<file path="src/hw/rtl/order_book_table_assert.svh">
// Assertion macros shared by the order book table RTL.
`ifndef ORDER_BOOK_TABLE_ASSERT_SVH
`define ORDER_BOOK_TABLE_ASSERT_SVH
`ifndef NO_ASSERTIONS
// Check a condition at every clock edge outside reset.
`define OBT_ASSERT_ALWAYS(label, cond, msg) \
   label: assert property (@(posedge clock) disable iff (reset) (cond)) else $error(msg);
// Check that a trigger is followed by a condition in the next cycle.
`define OBT_ASSERT_NEXT(label, trig, cond, msg) \
   label: assert property (@(posedge clock) disable iff (reset) (trig) |=> (cond)) \
      else $error(msg);
`else
`define OBT_ASSERT_ALWAYS(label, cond, msg)
`define OBT_ASSERT_NEXT(label, trig, cond, msg)
`endif
`endif

</file>
<file path="src/hw/rtl/obt_ram.sv">
// Generic single-write, single-read RAM with registered read data.
`timescale 1ns / 1ps
module obt_ram #(
   parameter int WIDTH = 8,
   parameter int DEPTH = 256
) (
   input  logic                     clock,
   input  logic                     wr_en,
   input  logic [$clog2(DEPTH)-1:0] wr_addr,
   input  logic [WIDTH-1:0]         wr_data,
   input  logic [$clog2(DEPTH)-1:0] rd_addr,
   output logic [WIDTH-1:0]         rd_data
);

   logic [WIDTH-1:0] mem [DEPTH];
   logic [WIDTH-1:0] rd_data_ff;

   always_ff @(posedge clock) begin
      if (wr_en) begin
         mem[wr_addr] <= wr_data;
      end
      rd_data_ff <= mem[rd_addr];
   end

   assign rd_data = rd_data_ff;

endmodule

</file>
<file path="config.mk">
export PLATFORM = sky130hd
export DESIGN_NAME = obt_ram
export DESIGN_NICKNAME = d
export VERILOG_FILES = /design/src/hw/rtl/order_book_table_assert.svh /design/src/hw/rtl/obt_ram.sv
export SDC_FILE = /design/constraint.sdc
export NUM_CORES = 2
export LEC_CHECK = 0
export ABC_CLOCK_PERIOD_IN_PS = 2100
export BUFFER_PORTS_ARGS = -buffer_cell sky130_fd_sc_hd__clkbuf_2
export CORE_AREA = 2 2 402 404
export CTS_BUF_LIST = sky130_fd_sc_hd__clkbuf_4 sky130_fd_sc_hd__clkbuf_8
export DETAILED_ROUTE_END_ITERATION = 16
export DIE_AREA = 0 0 404 406
export GPL_ROUTABILITY_DRIVEN = 1
export PLACE_DENSITY = 0.73
export SYNTH_ARGS = -nofsm -noshare
export SYNTH_HDL_FRONTEND = slang
export SYNTH_SLANG_ARGS = --single-unit
</file>
<file path="constraint.sdc">
create_clock -name clock -period 2.1 [get_ports clock]
set_input_delay 0 -clock clock [delete_from_list [all_inputs] [get_ports clock]]
set_output_delay 0 -clock clock [all_outputs]
set_load 0.01 [all_outputs]
</file>
# --- Word-level counts from Yosys, hierarchy flattened ---
# Memories as Yosys holds them, arrays and structs flattened. A register that Yosys moved wholly into a read port is not among the register bits.
# Index checks and enable logic that the tools add are counted.
# W data, S select, Z words.
word_totals:
  reg_bits: 0
  ram_bits: 2048
  in_bits: 26
  mem_count: 1
mem_list:
  columns: ["memory", "words", "word_bits", "read_ports", "rd_clocked_by_memory_dff", "wr", "line", "source"]
  rows:
  - ["mem", 256, 8, 1, 1, 1, "obt_ram.sv:15", "logic [WIDTH-1:0] mem [DEPTH];"]
op_classes:
  mux: 2
ops:
  columns: ["op", "count"]
  rows:
  - ["$mux W1", 2]

# --- Depth between registers and ports, before layout ---
depth:
  depth_word: 2
  mapped_depth: 11

# --- Worst setup path after synthesis ---
# No wires, ideal clock.
synth_timing:
  path_type: "input port to flip-flop"
  from: "input port rd_addr[0]"
  to: "register rd_data_ff[2] (netlist: rd_data[2]) (read register of mem)"
  setup_ns: 0.131
  t_arrival_ns: 1.807
  t_required_ns: 1.969
  slack_ns: 0.162
  cell_stages: 9
  path_cell_list: "buf_6 -> buf_12 -> buf_8 -> buf_2 -> mux4_2 -> a22oi_1 -> a21oi_1 -> nor4_1 -> nor4_2"
synth_lines:
  columns: ["item", "line", "source"]
  rows:
  - ["start: declaration", "obt_ram.sv:11", "input logic [$clog2(DEPTH)-1:0] rd_addr,"]
  - ["end: declaration", "obt_ram.sv:16", "logic [WIDTH-1:0] rd_data_ff;"]

==> summary.md <==
| Metric | Value |
|---|---|
| Violated checks | hold timing, setup timing |
| Busiest grt layer | met2 |
| Total track usage | 0.2389 |
| Most frequent cells in the layout | edfxtp_1 (2048), buf_4 (606), mux4_2 (455) |
| Initial DRC count | 6322 |
| Post-synthesis sequential area ratio | 0.7750 |
| Flop pwr share | 0.550 |
| Crit. End Element | flop |
| Initial antenna violation count | 4 |
| Top FF cell, synth | edfxtp_1 |
| Syn Inst Count | 3733 |
| Maximum vdd drop | 0.0007806 V |
| Final Max Slew Viols | 0 |
| Pwr/cell area | 877.1 nW/µm² |
| Synth area leaders | edfxtp_1 (77%), mux4_2 (13%), mux2i_1 (1.7%), nor2_1 (1.3%), a22oi_1 (1.3%) |
| Share of cells above drive strength 1 | 0.3611 |
| FILL cells | ~11000 |
| Setup TNS Final | -752.1 ps |
| Worst skew pair latency | 1040 ps |
| Synth warnings | 0 |
| Cell Rows | 147 |
| Library cells used by synthesis | 55 |
| Total of max-cap violations | 0 |
| Post-synth EDFFs | approximately 2000 |
| Register area | 61660 µm² |
| Crit Reg-Reg Endpoint | rd_data[7] |
| Port Buffers | 33 |
| Antenna viol nets, final | 0 |
| Largest family of logic cells by synthesized area | multiplexers |
| M3 GR Usage | 0.05824 |
| Met2 Use GR | 0.3777 |
| Worst-path clk slew | 70 ps |
| Number of global-route vias before repair | around 43000 |
| Core ar. | 159600 µm² |
| Pin count of the biggest net entering global routing | 106 |
| Number of primary I/O pins | 34 |
| Drc violations | 0 |
| Worst hold path class | in2reg |
| Final setup fails | 7 |
| Period minus WS final | 2310 ps |
| Combinational power share | 0.059 |
| Post-Synth Adder-Cell Area | 0 |
| Layout Nets | 4603 |
| Post-Synth XOR/XNOR Area | 0 |
| Hold Fails Final Rpt | 2 |
| CTS H-Tree Depth | 5 |
| Worst Path Required | between 2000 and 3000 ps |
| Chip Width | a little over 400 µm |
| Routed wire length | 196.1 mm |
| Clock skew | 75.00 ps |
| Post-Synth Simple-Gate Area | 0.02628 |
| Status | finished, violations left |
| Reg2reg path depth | 6 |
| Clk buf depth | 4 |
| Post-synth ARST share | 0 |
| Unrepaired setup endpoints after global routing | yes |
| Post-CTS Repair Setup Buffers | 0 |
| Final worst path period share | 1.100 |
| Switching Power | 17.79 mW |
| Die height | 406 µm |
| Switch share | 0.2157 |
| Synthesized Nets | 3759 |
| Post-route insts no fill | 6887 |
| WL per Instance | 28.48 µm |
| Vias per inst | 6.121 |
| Hold Path Depth | 4 |
| Post-synthesis compound-gate area fraction | 0.03419 |
| Fin worst setup slack | -209.7 ps |
| R2r setup slk | -210 ps |
| Starting Density | 0.4983 |
| Hold Crit Endpoint | mem[31][7] |
| CTS tree | done |
| Slew @ Worst Pin | 1055 ps |
| Grt total ovfl | 0 |
| Gpl congestion | about 0.89 |
| Int Pwr | 64.68 mW |
| Worst EP arrival | 3200 ps |
| Synthesized area | 79560 µm² |
| Pwr Total | 82.47 mW |
| Post-Syn Area per Cell | about 21 µm² |
| Most common cell after layout, fill and taps aside | edfxtp_1 |
| Global-route wire length before repair | around 280 mm |
| Dpl hpwl | 126.3 mm |
| Worst r2r src | mem[82][7] |
| Share of the synthesized area in the top cell type | 0.7730 |
| Dpl cells | 6305 |
| Routing usage on met1 | 0.3274 |
| Slew margin rel. | 0.2942 |
| CP max FO | 1 |
| Clock Tree Root | clkbuf_8 |
| Critical path type | reg2reg |
| Pleak | 30.70 nW |
| Clk pwr share | 0.391 |
| Yosys top cell by area | edfxtp_1 |
| Post-synthesis mux area share | 0.1462 |
| Worst Min Path Start | wr_addr[6] |
| TritonCTS buffer count | 327 |
| Yosys reg bits | 2056 |
| Via count | 42152 |
| Crit start category | flop |
| DRT Pass-1 Iters | 5 |
| Area Overhead vs Synth | 18.19% |
| F_max | 433.0 MHz |
| Clock Sinks | 2056 |
| Area of the multi-input gates | between 15000 and 20000 µm² |
| Final hold slack | -1.049 ps |
| Die Area | 164000 µm² |
==> metal layers <==
layer	wire [µm]	share of wire
met2	94350	0.48
met3	21280	0.11
met1	74400	0.38
met5	10	0.000051
met4	6075	0.031
==> worst max-delay path by stage <==
stage                      from         end
finish               mem[82][7]  rd_data[7]
global route         mem[82][7]  rd_data[7]
CTS                 mem[211][5]  rd_data[5]
detailed placement   rd_addr[0]  rd_data[3]
global placement     rd_addr[0]  rd_data[0]
floorplan            rd_addr[0]  rd_data[2]
==> cell families (layout without fill, tap and decap cells) <==
family | Yosys count | count (layout)
flip-flops | 2056 | 2056
other | 0 | 2
multiplexers | 591 | 591
AO/OA/AOI/OAI | 385 | 385
buffers and inverters | 235 | 1301
AND/OR/NAND/NOR | 466 | 466
==> critical path: stages (launching register included) <==
cell	delay, ps
edfxtp_1	360
mux4_2	520
mux4_2	540
nor2b_4	170
nor4_4	350
buf_4	200
nor4_1	40
==> synth_stat cells, drive strengths merged, types with 4 or more instances <==
| cell | n |
|---|---|
| a2111oi | 5 |
| a211oi | 16 |
| a21oi | 96 |
| a221oi | 14 |
| a22o | 8 |
| a22oi | 133 |
| and2 | 6 |
| buf | 122 |
| clkbuf | 111 |
| dfxtp | 8 |
| edfxtp | 2048 |
| mux2i | 134 |
| mux4 | 456 |
| nand2 | 33 |
| nand2b | 8 |
| nand3 | 34 |
| nand4 | 10 |
| nor2 | 282 |
| nor2b | 31 |
| nor3 | 22 |
| nor4 | 27 |
| o211ai | 10 |
| o21ai | 12 |
| o221ai | 47 |
| o22a | 5 |
| o22ai | 28 |
| o32ai | 5 |
| or2 | 4 |
==> through the flow <==
stage	setup WS [ps]	util	instance area, µm²
after CTS	-261.8	0.5875	93800
after floorplan	162.1	-	79560
final	-209.7	0.5890	94030
after global placement	-1391	0.5457	87120
after global routing	-222.1	0.5890	94030
after detailed placement	-1042	0.5459	87150
==> sequential cells by signal, summed over array words and instances, names as in the netlist <==
name     cells
mem       2048
rd_data      8
==> what timing repair did <==
item,in CTS,in global routing
hold buffers,32,1
pin swaps,14,25
endpoints found under the hold margin,3558,8
cloned,0,0
endpoints found under the setup margin,8,20
gates resized for setup,43,44
==> cell type report <==
cell class / instances / share of cell area
repair buffers: 748 / 0.07130
well taps: 2086 / 0.02776
diodes: 2 / 0.00005323
clock buffers: 452 / 0.05858
clock inverters: 99 / 0.005908
multi-input cells: 1442 / 0.1806
inverters: 2 / 0.00007984
flip-flops and latches: 2056 / 0.6558
==> power groups by stage <==
stage	Clock (mW)	Combinational, mW	Sequential [mW]
after global placement	0	4.55	46.2
after CTS	32.6	4.80	45.4
after detailed placement	0	4.66	46.2
final	32.2	4.89	45.4
after floorplan	0	2.20	46.2
after global routing	34.4	5.11	45.3
No activity file was read; power rests on OpenSTA's default activity.
