===== src/hw/rtl/order_book_table_assert.svh =====
// Assertion macros shared by the order book table RTL.
`ifndef ORDER_BOOK_TABLE_ASSERT_SVH
`define ORDER_BOOK_TABLE_ASSERT_SVH
`ifndef NO_ASSERTIONS
// Check a condition at every clock edge outside reset.
`define OBT_ASSERT_ALWAYS(label, cond, msg) \
   label: assert property (@(posedge clock) disable iff (reset) (cond)) else $error(msg);
// Check that a trigger is followed by a condition in the next cycle.
`define OBT_ASSERT_NEXT(label, trig, cond, msg) \
   label: assert property (@(posedge clock) disable iff (reset) (trig) |=> (cond)) \
      else $error(msg);
`else
`define OBT_ASSERT_ALWAYS(label, cond, msg)
`define OBT_ASSERT_NEXT(label, trig, cond, msg)
`endif
`endif


===== src/hw/rtl/obt_pkg.sv =====
// Package with the shared types of the order book table.
`timescale 1ns / 1ps
package obt_pkg;

   typedef enum logic [1:0] {
      REQ_ADD      = 2'd0,
      REQ_REMOVE   = 2'd1,
      REQ_LOOKUP   = 2'd2,
      REQ_RESERVED = 2'd3
   } req_kind_type;

   typedef enum logic [1:0] {
      STS_OK        = 2'd0,
      STS_NOT_FOUND = 2'd1,
      STS_DUPLICATE = 2'd2,
      STS_FULL      = 2'd3
   } status_type;

   typedef enum logic [2:0] {
      S_WIPE,
      S_IDLE,
      S_SCAN,
      S_MERGE,
      S_FINISH
   } state_type;

   // Sequencer strobes toward the datapath.
   typedef struct packed {
      logic wipe;    // clearing pass writes one entry
      logic clear;   // reset the scan accumulators
      logic step;    // one entry enters the compare unit
      logic merge;   // the entry is the new order of an add
      logic finish;  // commit the write and load the response
      logic busy;    // no request taken
   } seq_type;

endpackage


===== src/hw/rtl/obt_ctrl.sv =====
// Sequencer of the order book table: clearing pass, table scan, merge, finish.
`timescale 1ns / 1ps
module obt_ctrl #(
   parameter int MAX_ORDERS = 256
) (
   input  logic                          clock,
   input  logic                          reset,
   input  logic                          req_fire,
   input  logic                          rsp_free,
   output obt_pkg::seq_type              seq,
   output logic [$clog2(MAX_ORDERS)-1:0] addr,
   output logic [$clog2(MAX_ORDERS)-1:0] data_idx
);
   import obt_pkg::*;

   localparam int AW = $clog2(MAX_ORDERS);
   localparam int CW = $clog2(MAX_ORDERS + 1);
   localparam logic [CW-1:0] LAST = CW'(MAX_ORDERS - 1);
   localparam logic [CW-1:0] ENDS = CW'(MAX_ORDERS);

   state_type      state_ff, state_in;
   logic [CW-1:0]  cnt_ff, cnt_in;
   logic [AW-1:0]  idx_ff, idx_in;

   // Next state.
   always_comb begin
      state_in = state_ff;
      case (state_ff)
         S_WIPE: begin
            if (cnt_ff == LAST) state_in = S_IDLE;
         end
         S_IDLE: begin
            if (req_fire) state_in = S_SCAN;
         end
         S_SCAN: begin
            if (cnt_ff == ENDS) state_in = S_MERGE;
         end
         S_MERGE: begin
            state_in = S_FINISH;
         end
         S_FINISH: begin
            if (rsp_free) state_in = S_IDLE;
         end
         default: begin
            state_in = S_IDLE;
         end
      endcase
   end

   // Entry counter; advance one entry a cycle.
   always_comb begin
      cnt_in = cnt_ff;
      case (state_ff)
         S_WIPE: begin
            cnt_in = (cnt_ff == LAST) ? '0 : cnt_ff + 1'b1;
         end
         S_IDLE: begin
            cnt_in = '0;
         end
         S_SCAN: begin
            cnt_in = (cnt_ff == ENDS) ? '0 : cnt_ff + 1'b1;
         end
         default: begin
            cnt_in = '0;
         end
      endcase
      idx_in = cnt_ff[AW-1:0];
   end

   // Outputs.
   always_comb begin
      seq = '0;
      case (state_ff)
         S_WIPE: begin
            seq.wipe = 1'b1;
            seq.busy = 1'b1;
         end
         S_IDLE: begin
            seq.clear = req_fire;
         end
         S_SCAN: begin
            seq.busy = 1'b1;
            seq.step = (cnt_ff != '0);
         end
         S_MERGE: begin
            seq.busy  = 1'b1;
            seq.step  = 1'b1;
            seq.merge = 1'b1;
         end
         S_FINISH: begin
            seq.busy   = 1'b1;
            seq.finish = rsp_free;
         end
         default: begin
            seq.busy = 1'b1;
         end
      endcase
   end

   always_ff @(posedge clock) begin
      if (reset) begin
         state_ff <= S_WIPE;
         cnt_ff   <= '0;
      end else begin
         state_ff <= state_in;
         cnt_ff   <= cnt_in;
      end
      idx_ff <= idx_in;
   end

   assign addr     = cnt_ff[AW-1:0];
   assign data_idx = idx_ff;

endmodule


===== config.mk =====
export PLATFORM = sky130hd
export DESIGN_NAME = obt_ctrl
export DESIGN_NICKNAME = d
export VERILOG_FILES = /design/src/hw/rtl/order_book_table_assert.svh /design/src/hw/rtl/obt_pkg.sv /design/src/hw/rtl/obt_ctrl.sv
export SDC_FILE = /design/constraint.sdc
export NUM_CORES = 1
export LEC_CHECK = 0
export BUFFER_PORTS_ARGS = -buffer_cell sky130_fd_sc_hd__buf_2
export CAP_MARGIN = 40
export CORE_MARGIN = 4
export CORE_UTILIZATION = 41
export CTS_CLUSTER_SIZE = 40
export DETAILED_ROUTE_END_ITERATION = 8
export GPL_TIMING_DRIVEN = 0
export PLACE_DENSITY = 0.7
export SLEW_MARGIN = 30
export SYNTH_ARGS = -nofsm -noshare
export SYNTH_HDL_FRONTEND = slang
export SYNTH_SLANG_ARGS = --single-unit

===== constraint.sdc =====
create_clock -name clock -period 3.2 [get_ports clock]
set_clock_uncertainty 0.2 [all_clocks]
set_input_delay 0.48 -clock clock [delete_from_list [all_inputs] [get_ports clock]]
set_output_delay 0.48 -clock clock [all_outputs]
set_load 0.05 [all_outputs]

**Yosys cells after proc, flatten, opt, wreduce, memory -nomap -nowiden**

Index checks and enable logic that the tools add are counted.

- $add $sub $neg: 1
- Reduce and logical (&&, ||, !) cells: 3
- Equal/unequal tests: 10
- Muxes and demuxes: 14

Operators by type and width:

| cell | number |
|---|---|
| 9-bit 2-to-1 mux | 2 |
| 9-bit case mux with 2 select lines | 1 |
| 3-bit case mux with 5 select lines | 1 |
| 3-bit 2-to-1 mux | 4 |
| 9-bit by 1-bit adder with 9-bit output (second input constant) | 1 |
| 9-bit by 8-bit equality test with 1-bit output (second input constant) | 1 |
| 9-bit equality test (second input constant) | 1 |
| 9-bit nonzero test | 1 |
| 2-bit != test (second input constant) | 4 |
| 3-bit by 2-bit equality test with 1-bit output (second input constant) | 2 |
| 1-bit 2-to-1 mux | 5 |
| 4-bit AND reduction | 1 |
| 3-bit by 1-bit equality test with 1-bit output (second input constant) | 1 |
| 3-bit equality test (second input constant) | 1 |
| 3-bit logical NOT | 1 |
| 1-bit case mux with 2 select lines | 1 |

- Output and inout bits: 22
- Input port bits: 4
- Register bits: 20
- Logic and storage cells: 31

**Longest topological paths before layout**

- Depth in word-level cells: 3
- Gate-level depth with buffers: 8
- Depth with buffers taken out: 8

**Least setup slack after synthesis**

No wires, ideal clock.

- Path kind: register to output
- Start point: register state_ff[0]
- End point: output port seq[4] (netlist bit)
- Data required time: 2,520 ps
- Buffers on the path: 1
- Stages on the path, launching flop included: 5
- Data arrival time: 2,001 ps
- Path slack: 519 ps
- Path through: dfxtp_1 -> clkbuf_1 -> inv_1 -> or3_1 -> nor2_1

RTL lines:

| what | line | RTL |
|---|---|---|
| start: declaration | obt_ctrl.sv:21 | `state_type state_ff, state_in;` |
| start signal: assignment | obt_ctrl.sv:105 | `state_ff <= state_in;` |
| end: declaration | obt_ctrl.sv:10 | `output obt_pkg::seq_type seq,` |

==> impl_metrics.csv <==
group,metric,value,unit
yosys,synth_top_area_share,43.5,%
sta,worstMarginPinSlew,0.536,ns
yosys,synth.distinct_cells,32,
power_and_ir_drop,total_leakage_power,0.521,nW
cells_and_area,nFillCells,212,
yosys,synth_most_common_cell,"dfxtp_1",
flow_run,drv_cap,0,
yosys,async_reset_ff_share,0,%
clocking,cts_tree,"built",
hold_path,holdPathStages,2,
grt,track_usage,11.5,%
setup_path,crit_buf_inv,2,
floorplanning,initial_utilization,45.1,%
sta,period_share,84.5,%
clocking,clk-insertion-delay-late,0.30,ns
placed_design,gp_congestion,0.773,
cells_and_area,final_area,1140,sq um
sta,fin_tns_setup,0,ns
floorplanning,ioPinCount,26,
grt,grt_pass1_vias,660,
placed_design,dpl.hpwl,1340,um
cells_and_area,antenna_cells,0,
setup_path,cpMaxStageDelayCell,"or4b_2",
sta,fmax,370,MHz
yosys,syn-cell-area,921,sq um
floorplanning,core-area,2040,sq um
yosys,synth.area.top_cells,"dfxtp_1 (43%), buf_4 (6.5%), ha_1 (5.4%)",
detailed_routing,drt_iter0_drc,10,
setup_path,worstSetupStartpointType,"register",
detailed_routing,drtPass1Iterations,4,
clocking,cts-buffers-inserted,3,
placed_design,port-buffer-count,25,
yosys,yosysTopAreaCell,"dfxtp_1",
yosys,synth_common_cells,"dfxtp_1 (20), inv_1 (9), buf_4 (8), nor3_1 (7), nor2_1 (6)",
clocking,clk_path_buf_depth,2,
grt,grt_overflow_total,0,
floorplanning,num_rows,16,
setup_path,critPathTopFamily,"simple AND/OR/NAND/NOR gates",
setup_path,crit_required,2.52,ns
grt,grt_max_degree,13,
setup_path,r2r-start,"cnt_ff[0]",
hold_path,hold_class,"in -> reg",
setup_path,path_class,"reg -> out",
clocking,root_buffer,"clkbuf_4",
sta,max_slew_margin,63.9,%
setup_path,crit_fanout,8,
sta,hold_viol,0,
cells_and_area,drive_gt1_share,35.2,%
grt,antenna_found_initial,0,
clocking,ctsResizeCount,0,
clocking,cts.sinks,20,
cells_and_area,nets,137,
setup_path,cp_cell_sequence,"inv_1 -> ha_1 -> or4b_2 -> o31a_2 -> buf_2",
sta,setup_violations,0,
detailed_routing,wl_per_cell,11.1,um
detailed_routing,antenna_left,0,
sta,period_needed,2.70,ns
floorplanning,die_h,55.4,um
setup_path,r2r_slack,0.72,ns
floorplanning,chipWidth,55.4,um
setup_path,max_stage_delay,0.59,ns
cells_and_area,area_growth,23.5,%
yosys,synthFlopType,"dfxtp_1",
yosys,ys_seq_area_share,43.5,%
clocking,clkSlewWorstSetupHoldPaths,0.11,ns
status,status,"finished clean",
power_and_ir_drop,ir_worst_vdd,0.000397,V
yosys,avgSynthCellArea,9.40,sq um
yosys,yosysWarningCount,0,
yosys,synth_nets,106,
sta,rsz0062_at_grt,"no",
hold_path,hold_start,"reset",
setup_path,rr_endpoint,"cnt_ff[6]",
yosys,synthCells,98,
hold_path,hold_end,"state_ff[0]",
power_and_ir_drop,p_per_area,472,nW/um^2
clocking,postCtsSetupRepairBufs,0,
grt,grt_pass1_wl,2860,um
yosys,synth-edff-count,0,
yosys,ys_seq_elements,20,
sta,finalMaxSlewViolations,0,
setup_path,arrival,2.02,ns
detailed_routing,vias_per_cell,4.79,
floorplanning,dieArea,3070,sq um
setup_path,cp-end-kind,"primary output",
detailed_routing,vias,743,
placed_design,place_area,1080,sq um
detailed_routing,routed_wl,1720,um
setup_path,reg2reg_depth,9,
clocking,cts-hold-fix-buffers,0,
detailed_routing,drc,0,
clocking,htree_levels,1,
==> area by class of cell <==
class,instances,area [sq um],share of cell area (%)
Multi-Input combinational cell,58,415,36.5
Sequential cell,20,400,35.2
Timing Repair Buffer,26,130,11.4
Buffer,11,71.3,6.27
Inverter,9,33.8,2.97
Tap cell,27,33.8,2.97
Clock inverter,1,30.0,2.64
Clock buffer,3,22.5,1.98
==> how the worst max path moves through the flow <==
stage                            from   endpoint  slack, ns  cells past startpoint
after floorplan           state_ff[0]     seq[4]       0.52                      4
after global placement      cnt_ff[0]  cnt_ff[4]       0.60                      8
after detailed placement    cnt_ff[0]  cnt_ff[6]       0.71                      9
after CTS                   cnt_ff[0]     seq[3]       0.48                      5
after global routing        cnt_ff[0]     seq[3]       0.39                      5
final                       cnt_ff[0]     seq[3]       0.50                      5
==> worst reg2reg max path, stage by stage, from the launching register on <==
cell,delay [ns]
dfxtp_1,0.47
ha_1,0.28
nand3_1,0.09
or2_2,0.29
inv_1,0.06
ha_1,0.13
inv_1,0.08
o21ai_0,0.45
buf_2,0.25
a211oi_1,0.06
==> routing by layer <==
layer,vias to the layer above,part of all wire [%],global-route usage (%)
met4,0,0.58,7.29
met1,331,48,14.2
li1,394,-,-
met5,-,0,0
met2,16,47,17.4
met3,2,4.5,3.26
==> flip-flops by register name (all words and copies together), names as in the netlist <==
| signal | count |
|---|---|
| cnt_ff | 9 |
| data_idx | 8 |
| state_ff | 3 |
==> report_power, final <==
part           leakage (nW)  internal [mW]  switching, mW
Clock                0.0279          0.127         0.0757
Sequential            0.162          0.257        0.00862
Combinational         0.331         0.0228         0.0461
Total                 0.521          0.407          0.130
==> cell usage in the layout, fill, tap and decap left out, drive strengths merged <==
| cell type | netlist | final |
|---|---|---|
| bufinv | 0 | 1 |
| and3b | 1 | 1 |
| xnor2 | 1 | 1 |
| nor3b | 1 | 1 |
| o211a | 2 | 2 |
| inv | 9 | 9 |
| o31a | 1 | 1 |
| a211oi | 4 | 4 |
| and3 | 1 | 1 |
| or2 | 1 | 1 |
| nor2b | 1 | 1 |
| dfxtp | 20 | 20 |
| nor2 | 6 | 6 |
| and2 | 1 | 1 |
| clkbuf | 3 | 6 |
| nand3 | 5 | 5 |
| nand2 | 3 | 3 |
| or3 | 4 | 4 |
| or4b | 1 | 1 |
| or4bb | 1 | 1 |
| buf | 8 | 34 |
| ha | 4 | 4 |
| or4 | 1 | 1 |
| a21boi | 1 | 1 |
| nand4 | 1 | 1 |
| o21ai | 4 | 4 |
| xor2 | 2 | 2 |
| nor3 | 7 | 7 |
| a21oi | 1 | 1 |
| a2111oi | 1 | 1 |
| o211ai | 1 | 1 |
| a32oi | 1 | 1 |
==> cells by family after synthesis <==
logic type,after synthesis,synth area share [%]
AO/OA/AOI/OAI,16,14.8
buffers and inverters,20,11.4
adder cells (fa/ha/maj),4,5.43
AND/OR/NAND/NOR,35,22.0
flip-flops,20,43.5
XOR/XNOR,3,2.85
==> through the flow <==
step | std cells | setup WS [ns] | power [mW] | hold WS (ns) | utilization, %
2_1_floorplan | 98 | 0.519 | 0.324 | 0.180 | -
3_3_place_gp | 150 | 0.598 | 0.339 | 0.203 | 52.9
3_5_place_dp | 151 | 0.708 | 0.342 | 0.208 | 53.1
4_1_cts | 155 | 0.477 | 0.547 | 0.173 | 55.7
5_1_grt | 155 | 0.391 | 0.562 | 0.181 | 55.7
6_report | 155 | 0.497 | 0.537 | 0.195 | 55.7
Note: power is estimated with default switching activity, not from simulation.
