### src/hw/rtl/order_book_table_assert.svh
// Assertion macros shared by the order book table RTL.
`ifndef ORDER_BOOK_TABLE_ASSERT_SVH
`define ORDER_BOOK_TABLE_ASSERT_SVH
`ifndef NO_ASSERTIONS
// Check a condition at every clock edge outside reset.
`define OBT_ASSERT_ALWAYS(label, cond, msg) \
   label: assert property (@(posedge clock) disable iff (reset) (cond)) else $error(msg);
// Check that a trigger is followed by a condition in the next cycle.
`define OBT_ASSERT_NEXT(label, trig, cond, msg) \
   label: assert property (@(posedge clock) disable iff (reset) (trig) |=> (cond)) \
      else $error(msg);
`else
`define OBT_ASSERT_ALWAYS(label, cond, msg)
`define OBT_ASSERT_NEXT(label, trig, cond, msg)
`endif
`endif

### src/hw/rtl/obt_pkg.sv
// Package with the shared types of the order book table.
`timescale 1ns / 1ps
package obt_pkg;

   typedef enum logic [1:0] {
      REQ_ADD      = 2'd0,
      REQ_REMOVE   = 2'd1,
      REQ_LOOKUP   = 2'd2,
      REQ_RESERVED = 2'd3
   } req_kind_type;

   typedef enum logic [1:0] {
      STS_OK        = 2'd0,
      STS_NOT_FOUND = 2'd1,
      STS_DUPLICATE = 2'd2,
      STS_FULL      = 2'd3
   } status_type;

   typedef enum logic [2:0] {
      S_WIPE,
      S_IDLE,
      S_SCAN,
      S_MERGE,
      S_FINISH
   } state_type;

   // Sequencer strobes toward the datapath.
   typedef struct packed {
      logic wipe;    // clearing pass writes one entry
      logic clear;   // reset the scan accumulators
      logic step;    // one entry enters the compare unit
      logic merge;   // the entry is the new order of an add
      logic finish;  // commit the write and load the response
      logic busy;    // no request taken
   } seq_type;

endpackage

### src/hw/rtl/obt_scan.sv
// Scan accumulator: id match, first free slot and shared best-price compare.
`timescale 1ns / 1ps
module obt_scan #(
   parameter int MAX_ORDERS = 256,
   parameter int PRICE_BITS = 32
) (
   input  logic                          clock,
   input  logic                          reset,
   input  obt_pkg::seq_type              seq,
   input  logic                          e_valid,
   input  logic                          e_side,
   input  logic [31:0]                   e_id,
   input  logic [PRICE_BITS-1:0]         e_price,
   input  logic [$clog2(MAX_ORDERS)-1:0] e_idx,
   input  obt_pkg::req_kind_type         kind,
   input  logic [31:0]                   req_id,
   output logic                          match,
   output logic [$clog2(MAX_ORDERS)-1:0] match_idx,
   output logic                          found_side,
   output logic [PRICE_BITS-1:0]         found_price,
   output logic                          free_found,
   output logic [$clog2(MAX_ORDERS)-1:0] free_idx,
   output logic [PRICE_BITS-1:0]         bid,
   output logic                          have_bid,
   output logic [PRICE_BITS-1:0]         ask,
   output logic                          have_ask
);
   import obt_pkg::*;

   localparam int AW = $clog2(MAX_ORDERS);

   logic                  match_ff, match_in;
   logic [AW-1:0]         match_idx_ff, match_idx_in;
   logic                  fside_ff, fside_in;
   logic [PRICE_BITS-1:0] fprice_ff, fprice_in;
   logic                  free_ff, free_in;
   logic [AW-1:0]         free_idx_ff, free_idx_in;
   logic [PRICE_BITS-1:0] bid_ff, bid_in, ask_ff, ask_in;
   logic                  have_bid_ff, have_bid_in, have_ask_ff, have_ask_in;

   logic                  hit, keep, have, better, take;
   logic [PRICE_BITS-1:0] cur;

   // One compare serves both sides: greater for buys, less for sells.
   always_comb begin
      hit    = e_valid && (e_id == req_id) && !seq.merge;
      keep   = e_valid && !(hit && (kind == REQ_REMOVE));
      cur    = e_side ? ask_ff : bid_ff;
      have   = e_side ? have_ask_ff : have_bid_ff;
      better = e_side ? (e_price < cur) : (e_price > cur);
      take   = seq.step && keep && (!have || better);
   end

   always_comb begin
      match_in     = match_ff;
      match_idx_in = match_idx_ff;
      fside_in     = fside_ff;
      fprice_in    = fprice_ff;
      free_in      = free_ff;
      free_idx_in  = free_idx_ff;
      bid_in       = bid_ff;
      ask_in       = ask_ff;
      have_bid_in  = have_bid_ff;
      have_ask_in  = have_ask_ff;
      if (seq.clear) begin
         match_in    = 1'b0;
         free_in     = 1'b0;
         bid_in      = '0;
         ask_in      = '0;
         have_bid_in = 1'b0;
         have_ask_in = 1'b0;
      end else if (seq.step) begin
         if (take && e_side) begin
            ask_in      = e_price;
            have_ask_in = 1'b1;
         end
         if (take && !e_side) begin
            bid_in      = e_price;
            have_bid_in = 1'b1;
         end
         if (hit) begin
            match_in     = 1'b1;
            match_idx_in = e_idx;
            fside_in     = e_side;
            fprice_in    = e_price;
         end
         if (!seq.merge && !e_valid && !free_ff) begin
            free_in     = 1'b1;
            free_idx_in = e_idx;
         end
      end
   end

   always_ff @(posedge clock) begin
      if (reset) begin
         match_ff    <= 1'b0;
         free_ff     <= 1'b0;
         have_bid_ff <= 1'b0;
         have_ask_ff <= 1'b0;
      end else begin
         match_ff    <= match_in;
         free_ff     <= free_in;
         have_bid_ff <= have_bid_in;
         have_ask_ff <= have_ask_in;
      end
      match_idx_ff <= match_idx_in;
      fside_ff     <= fside_in;
      fprice_ff    <= fprice_in;
      free_idx_ff  <= free_idx_in;
      bid_ff       <= bid_in;
      ask_ff       <= ask_in;
   end

   assign match       = match_ff;
   assign match_idx   = match_idx_ff;
   assign found_side  = fside_ff;
   assign found_price = fprice_ff;
   assign free_found  = free_ff;
   assign free_idx    = free_idx_ff;
   assign bid         = bid_ff;
   assign have_bid    = have_bid_ff;
   assign ask         = ask_ff;
   assign have_ask    = have_ask_ff;

endmodule

### config.mk
export PLATFORM = sky130hd
export DESIGN_NAME = obt_scan
export DESIGN_NICKNAME = d
export VERILOG_FILES = /design/src/hw/rtl/order_book_table_assert.svh /design/src/hw/rtl/obt_pkg.sv /design/src/hw/rtl/obt_scan.sv
export SDC_FILE = /design/constraint.sdc
export NUM_CORES = 1
export LEC_CHECK = 0
export BUFFER_PORTS_ARGS = -buffer_cell sky130_fd_sc_hd__buf_4
export CAP_MARGIN = 20
export CORE_ASPECT_RATIO = 0.5
export CORE_MARGIN = 10
export CORE_UTILIZATION = 48
export CTS_CLUSTER_SIZE = 30
export DETAILED_ROUTE_END_ITERATION = 10
export PLACE_DENSITY = 0.82
export SLEW_MARGIN = 20
export SYNTH_ARGS = -nofsm -noshare
export SYNTH_HDL_FRONTEND = slang
export SYNTH_SLANG_ARGS = --single-unit
### constraint.sdc
create_clock -name clock -period 5.4 [get_ports clock]
set_clock_uncertainty 0.2 [all_clocks]
set_input_delay 0.54 -clock clock [delete_from_list [all_inputs] [get_ports clock]]
set_output_delay 0.54 -clock clock [all_outputs]
set_load 0.05 [all_outputs]
; Yosys cells after proc, flatten, opt, wreduce, memory -nomap -nowiden
; Index checks and enable logic that the tools add are counted.
; Widths: inputs -> output; s select.
[classes]
addsub = 0
multipliers = 0
n_div = 0
n_lt_le_gt_ge = 2
eq_ne = 2
shifts = 0
n_mux = 3
bitwise = 1
n_reduce_logical = 24
[ops]
columns = cell, n
row1 = $eq 32x32->1, 1
row2 = $gt 32x32->1, 1
row3 = $lt 32x32->1, 1
row4 = $mux 32, 1
row5 = $logic_and 1x1->1, 10
row6 = $reduce_and 2->1, 4
row7 = $logic_not 1->1, 6
row8 = $reduce_and 3->1, 2
row9 = $eq 2x1->1 const B, 1
row10 = $mux 1, 2
row11 = $reduce_or 2->1, 1
row12 = $logic_or 1x1->1, 1
row13 = $not 1->1, 1
[word_totals]
register_bits = 117
latch_bits = 0
ramBits = 0
romBits = 0
input_bits = 116
out_inout_bits = 117
wordCells = 42
n_memories = 0

; Longest topological paths before layout
; Gate-level depths: netlist of run 1.
[depth]
word_depth = 10
ltp_mapped = 12
depth_no_buf = 8

; Worst setup path before layout of run 1
; OpenSTA, ideal clock, no wires.
[synth_path]
kind = input to register
startpoint = input port e_side
endpoint = register ask_ff[10] (netlist: ask[10])
t_arrival_ps = 3193
path_slack_ps = 1935
stages = 11
path_cell_list = clkbuf_1 clkbuf_1 mux2i_1 ha_1 a21oi_1 o21a_1 o221ai_1 o311ai_0 nor4b_4 buf_6 mux2i_1
[synth_between]
elab_chain_cells = 7
elab_cells_between_ends = 10
classes_between = order compare: 2 / mux: 3 / reduce/logical: 5
[synth_lines]
columns = element, line_no
row1 = "start, declared", obt_scan.sv:11  ; input logic e_side,
row2 = $mux 32, obt_scan.sv:48  ; cur = e_side ? ask_ff : bid_ff;
row3 = $gt 32x32->1 / $lt 32x32->1 (equally long branches), obt_scan.sv:50  ; better = e_side ? (e_price < cur) : (e_price > cur);
row4 = $mux 1, obt_scan.sv:50
row5 = $logic_or 1x1->1, obt_scan.sv:51  ; take = seq.step && keep && (!have || better);
row6 = $logic_and 1x1->1, obt_scan.sv:51
row7 = $logic_and 1x1->1 *, obt_scan.sv:73  ; if (take && e_side) begin
row8 = $reduce_and 2->1 (no line) *, -
row9 = "end signal, assigned", obt_scan.sv:111  ; ask_ff <= ask_in;
row10 = "end, declared", obt_scan.sv:38  ; logic [PRICE_BITS-1:0] bid_ff, bid_in, ask_ff, ask_in;
; Every way passes the cells marked *; elsewhere a longest branch is shown, timed or not.
; A chain may end at the register's enable or synchronous reset.

; Worst setup path after layout of run 1
[layout_path]
startpoint = input port e_side
endpoint = register ask_ff[26] (netlist: ask[26])
; The elaborated chain is that of the path after synthesis.

==> summary by stage, run 1 <==
Run status
The run finished with clean final reports.

Cells and area
Leaving out fill and tap cells, the most frequent cells in the layout are sky130_fd_sc_hd__buf_4, sky130_fd_sc_hd__nand2b_1, sky130_fd_sc_hd__mux2i_1, sky130_fd_sc_hd__dfxtp_1, sky130_fd_sc_hd__edfxtp_1. Fill cells in the final layout number 915. The number of diodes is 0. The post-route cell area is 8190 um^2. The signed area change from the synthesized netlist to the final layout is 41.6%. Excluding fillers, the count of instances in the completed layout stands at 884. The final-stage net count is 854. Leaving out fill and tap cells, the most frequent cell in the layout is sky130_fd_sc_hd__buf_4. In the final layout, the share of cells above drive strength 1 is 0.382. At the end of the flow the core is filled with cells to 0.694.

Power
In this run the power density over the cells is 294 nW/um^2. The analysis attributes to cell leakage a power of 3.63 nW. The worst ir drop on vdd is 276 uV.

After layout, the design draws a total of 2.41 mW.

Synthesis
Of the total synthesized cell area, the portion taken by full adders, half adders and majority gates is 0.0692. The mux cell area share after synthesis is 0.166. The share of synthesized area in the top cell type comes to 0.254. The number of warnings printed during yosys synthesis is 0.

The area fraction in compound gates after synthesis came to 0.0368. By area, the combinational part of the netlist is dominated by multiplexers. Of the total synthesized cell area, the portion taken by AND, OR, NAND and NOR gates is 0.159.

When the netlist entered floorplanning its net count stood at 626. The post-synthesis area per instance is 12.1 um^2. The register bit count reported by yosys is 117.

Synthesis produced a netlist whose cell count is 478. Summing every instance area after synthesis gives 5780 um^2. The share of the Yosys chip area taken by registers is 0.490. The number of different library cells used by synthesis comes to 44. Sorting the synthesized cells by area gives the leading types as sky130_fd_sc_hd__edfxtp_1, sky130_fd_sc_hd__dfxtp_1, sky130_fd_sc_hd__mux2i_1, sky130_fd_sc_hd__nand2b_1, sky130_fd_sc_hd__ha_1.

The cell type with the highest aggregate area in the netlist is sky130_fd_sc_hd__edfxtp_1. The xor and xnor fraction of the mapped netlist area is 0.0485.

Placed design
The congestion estimate from routability-driven global placement came to 0.795. The placed instances occupy a cell area of 7580 um^2. OpenSTA, run right after detailed placement, puts the worst setup slack at 1290 ps. Including well taps, the total number of placed cells is 852.

The wire-length estimate of the detail-placed layout is 12200 um. The port buffer count is 229.

Clocking
CTS placed an instance of sky130_fd_sc_hd__clkbuf_16 at the clock tree root. The maximum count of clock buffers along a single path is 2. At the later pin of the worst-skew pair, clock insertion delay measures 410 ps. The post-CTS setup-driven buffer insertion count is 0. The H-tree depth reported by CTS is 4. The number of gates resized after cts is 0. Clock-pin slew was measured on the worst setup and hold paths at 60 ps.

Clock tree synthesis inserted a total of 17 buffers. TritonCTS built the clock tree. The count of hold buffers inserted by post-cts repair is 0. The number of clock sinks seen by CTS is 117.

STA
Setup repair after global routing left no endpoint under its margin. The minimum clock period is 3700 ps. The total count of hold-check failures in the final report is 0. Of the available clock period, the critical path in the final layout requires 0.685. The final max-slew violation count is 0. Setup slack closes at 1700 ps.

The worst pin sits at a relative slew slack of 0.291. The transition at the pin with the smallest max-transition slack is 1060 ps. The sum of negative setup slack is 0 ps.

The total of endpoints with negative setup slack in the final report is 0. Based on the critical path, the design can be clocked at up to 0.270 GHz. The worst hold-check slack is 117 ps.

Setup path
The register-to-register setup slack is 2110 ps. The nature of the critical path endpoint is a register. The arrival time at the worst endpoint is 3820 ps. The most repeated library cell on the critical path is sky130_fd_sc_hd__mux2i_1. The start of the worst register-to-register path is bid[15]. Counting cells, the worst reg-to-reg path comes to 9.

On the critical path, the stage with the largest delay is an instance of sky130_fd_sc_hd__nor4b_4. The critical path required time is 5510 ps. The worst-path maximum fanout is 35. The worst register-to-register path ends at ask[26]. STA classifies the critical path startpoint as a primary input.

The longest individual stage delay on the worst path is 820 ps. The critical path in this run is classified as primary input to register. The critical path goes through buf_4 -> mux2i_1 -> ha_1 -> nand4_1 -> nor3_2 -> a21boi_1 -> o311ai_0 -> nor4b_4 -> buf_12 -> mux2i_1.

GRT
The number of antenna violations at the first check in global routing came to 0. For this run, global-route usage on met1 was measured as 0.207. The maximum number of pins on one net before global-route repair is 103.

For this run, global-route usage on met3 was measured as 0.0431. The final global-route overflow total is 0. The via count of the first global-routing pass is 4650.

The first global-routing pass estimated 25200 um of wire. Across every metal layer, demand over resource in global routing totals 0.184. The routing usage on met2 is 0.336.

met2 is the most crowded layer.

Drt
The number of violations reported at the end of detailed-routing iteration 0 is 234. Wires add up to 16300 um. For this run, design rule violations remaining after detail routing come to 0. In the routed layout, each cell is associated on average with a via count of 4.99. The count of nets left with antenna violations once routing finished came out at 0. The first-pass iteration count of the detailed router is 5. The average detailed-routed wire length per instance is 18.4 um.

The routed layout has 4412 vias.

Floorplan
233 I/O pins were placed. Measured along the y axis, the die boundary spans 97.6 um. The cell row count is 28. The core area is 11800 um^2. The floorplan die area is 17100 um^2. The initial core utilization is 0.490. The die is 175 um wide.

Min path
The endpoint of the worst hold path is free_idx[0]. The startpoint identified for the worst hold timing path is e_idx[0]. The cell count of the worst hold path is 1. The worst hold path belongs to the class primary input to register.

Job
The tool flagged a number of max-cap violations equal to 0.
[cells by family after synthesis]
kind of cell | Yosys count
and+or+nand+nor | 143
adders and majority gates | 32
muxes | 96
buffers and inverters | 25
AOI/OAI and AO/OA | 33
xor gates and xnor gates | 32
DFF | 117
[final cells by class]
| cell class | instances | area (um^2) | share of cell area |
|---|---|---|---|
| clock buffer | 17 | 425 | 0.0520 |
| clock inverter | 15 | 169 | 0.0206 |
| inverter | 3 | 11.3 | 0.00138 |
| multi-input combinational | 336 | 2800 | 0.342 |
| sequential | 117 | 2830 | 0.346 |
| tap | 165 | 206 | 0.0252 |
| timing repair buffer | 231 | 1750 | 0.213 |
[cell usage after synthesis, drive strengths merged]
master   number
ha           32
o31a          1
nor3          6
edfxtp       49
nor3b         2
o21a          2
a2111o        1
mux2i        95
o31ai         1
dfxtp        68
clkbuf       13
a221oi        1
and3          1
nand3         4
nor4b         1
a2bb2oi       1
nand2         7
and3b         1
o311ai        1
a21o          1
a21boi        1
nand4        10
xnor2         3
mux2          1
o211ai        1
nor4          9
a211oi        1
o21ai         3
buf           9
xor2         29
o221ai        1
nor4bb        1
nand2b       97
inv           3
nor2b         1
nor2          3
a31o          1
a21oi        16
[worst max-delay path by stage]
stage               cells past startpoint      end   start  slack [ps]
floorplan                              11  ask[10]  e_side        1940
global placement                       10  ask[10]  e_side        1320
detailed placement                     10   ask[9]  e_side        1290
CTS                                    10  ask[26]  e_side        1700
global route                           10  ask[11]  e_side        1420
finish                                 10  ask[26]  e_side        1700
[worst max-delay path, delay by kind of cell]
kind / cells / cell delay (ps)
and+or+nand+nor: 3 / 1150
buffers and inverters: 2 / 790
adders and majority gates: 1 / 280
AOI/OAI and AO/OA: 2 / 530
muxes: 2 / 510
[per-layer routing]
layer	vias up	wire length, um	share of wire
met4	0	212	0.013
li1	2184	-	-
met1	2114	6810	0.42
met3	16	638	0.039
met2	98	8600	0.53
met5	-	0	0
[report_power, final]
group          total [mW]  internal [mW]  leakage, nW  switching (mW)
clock                1.13          0.691        0.284           0.438
sequential          0.954          0.939        0.993          0.0147
combinational       0.327          0.149         2.36           0.178
[registers in the layout, indices dropped and copies added, names as in the netlist]
register,count
found_side,1
free_idx,8
match,1
ask,32
free_found,1
bid,32
have_ask,1
found_price,32
match_idx,8
have_bid,1
Note: power is estimated with default switching activity, not from simulation.
==> inputs of run 2 (changes only) <==
==> constraint.sdc (replaced) <==
create_clock -name clock -period 3.8 [get_ports clock]
set_clock_uncertainty 0.2 [all_clocks]
set_input_delay 0.38 -clock clock [delete_from_list [all_inputs] [get_ports clock]]
set_output_delay 0.38 -clock clock [all_outputs]
set_load 0.05 [all_outputs]
==> summary by stage, run 2 (same netlist as run 1, synthesis figures left out) <==
Drt
The average detailed-routed wire length per instance is 18.5 um. The post-detailed-route via-to-cell ratio is 4.96. The number of nets with antenna violations after routing is 0. The first-pass iteration count of the detailed router is 5. The wire length reported by the detailed router is 17200 um. After detailed routing, the number of remaining DRC violations is 0. In this run, the number of DRC markers left after iteration 0 of detailed routing was 192.

Across all layers, the routed design uses 4610 vias.

Setup path
The critical path required time is 3880 ps. The worst-case reg-to-reg path depth is 9. The arrival time at the worst endpoint is 3240 ps.

The setup path with the least slack is of type primary input to register. The register-to-register setup slack is 860 ps. The worst register-to-register path begins at ask[13]. The worst setup path is launched from a primary input.

The worst-path maximum fanout is 35. The nature of the critical path endpoint is a register. The endpoint of the worst-slack reg-to-reg timing path is bid[27].

Cells and area
In the final layout, the share of cells above drive strength 1 is 0.365. The top cell types in the final layout, fill and taps aside, are sky130_fd_sc_hd__buf_4, sky130_fd_sc_hd__nand2b_1, sky130_fd_sc_hd__mux2i_1, sky130_fd_sc_hd__dfxtp_1, sky130_fd_sc_hd__edfxtp_1. The most common library cell in the layout ignoring fill and taps is sky130_fd_sc_hd__buf_4.

After the last flow step, the layout net total stands at 899. The signed area change from the synthesized netlist to the final layout is 48.9%.

Floorplan
The cell row count is 28. The die width is 175 um. In this run the count of I/O pins placed on the die edge is 233.

From bottom edge to top edge, the die measures 97.6 um. The floorplan die area is 17100 um^2. The core area is 11800 um^2. The initial utilization of the core area, before any placement, comes to 0.490.

STA
The total count of hold-check failures in the final report is 0. At the pin with the least slew margin, the transition time is 745 ps. The sum of negative setup slack is 0 ps. Setup repair after global routing left no endpoint under its margin. Once routing completed, OpenROAD measured the worst setup slack at 642 ps.

The period utilization is 0.831. Setup violations remaining at the end of the flow were counted as 0. The minimum clock period is 3160 ps. The final max-slew violation count is 0. The top achievable clock speed is 0.317 GHz. In this run the tightest slew margin relative to its limit is 0.504.

Power
The leakage dissipation is 3.82 nW. The power per unit of standard cell area is 395 nW/um^2. Across the VDD grid, the largest voltage drop is 280 uV.

GRT
The first global-routing pass estimated 26900 um of wire. The number of antenna violations at the first check in global routing is 1. The via count of the first global-routing pass is 4962. The maximum number of pins on one net before global-route repair is 103. Global routing finished with a remaining overflow of 0. For this run, the total global-route usage over all layers was measured as 0.196.

Placed design
The wire-length estimate of the detail-placed layout is 12500 um. The pre-CTS worst setup slack is 280 ps. Port buffering added 229 buffers. The routability-driven placement congestion ratio is 0.808.

Min path
The path class of the tightest hold or removal check is primary input to register. The worst hold path begins at seq[3]. For hold timing, the worst endpoint is free_found. The cell count of the worst hold path is 3.

Clocking
The clock latency reported for the late side of the worst-skew pair is 410 ps. Clock-pin slew was measured on the worst setup and hold paths at 60 ps. CTS placed an instance of sky130_fd_sc_hd__clkbuf_16 at the clock tree root.

TritonCTS created 17 clock buffers. TritonCTS built the clock tree. The H-tree depth reported by CTS is 4. The number of clock sinks seen by CTS is 117. The maximum count of clock buffers along a single path is 2.

Job
The number of max-cap violations is 0.

Run status
The run finished with clean final reports.
-- run 2: cell type report --
class                   instances  area [um^2]
flip-flops and latches        117         2830
multi-input cells             336         2790
diodes                          1         2.50
repair buffers                276         2200
well taps                     165          206
fillers                       811         3200
clock inverters                15          148
inverters                       3         11.3
clock buffers                  17          425
-- run 2: through the flow --
step	total power, mW	cell area [um^2]	hold slack, ps	std cells	util
2_1_floorplan	1.66	5780	256	478	-
3_3_place_gp	1.84	7620	275	855	0.645
3_5_place_dp	1.85	7620	282	855	0.645
4_1_cts	3.43	8600	91.7	928	0.728
5_1_grt	3.52	8610	155	930	0.729
6_report	3.40	8610	109	930	0.729
-- run 2: worst max path at each step --
stage / from / to / slack, ps
after floorplan: e_side / ask[10] / 500
after global placement: e_side / bid[21] / 330
after detailed placement: e_side / bid[10] / 280
after CTS: e_side / bid[27] / 700
after global routing: e_side / ask[24] / 460
final: e_side / bid[27] / 640
-- run 2: timing repair --
item                                   4_1_cts  5_1_grt
hold buffers                                41        0
endpoints found under the hold margin       52        0
gates resized for setup                      0        0
buffers inserted                             0        0
-- run 2: routing by layer --
metal,global-route usage,routed length (um)
met5,0,0
met4,0.0823,223
met3,0.0442,656
met2,0.361,9300
met1,0.212,7020
-- run 2: report_power, final --
part | switching (mW) | internal, mW | leakage [nW]
sequential | 0.0214 | 1.33 | 0.993
clock | 0.627 | 0.915 | 0.273
combinational | 0.264 | 0.239 | 2.56
-- run 2: critical path, stage by stage --
cell                       delay, ps
sky130_fd_sc_hd__buf_4           510
sky130_fd_sc_hd__mux2i_1         190
sky130_fd_sc_hd__ha_1            330
sky130_fd_sc_hd__nand4_1         220
sky130_fd_sc_hd__nor3_2          320
sky130_fd_sc_hd__a21boi_1        300
sky130_fd_sc_hd__o31ai_1         110
sky130_fd_sc_hd__a2111o_2        480
sky130_fd_sc_hd__buf_12          200
sky130_fd_sc_hd__mux2i_1         140
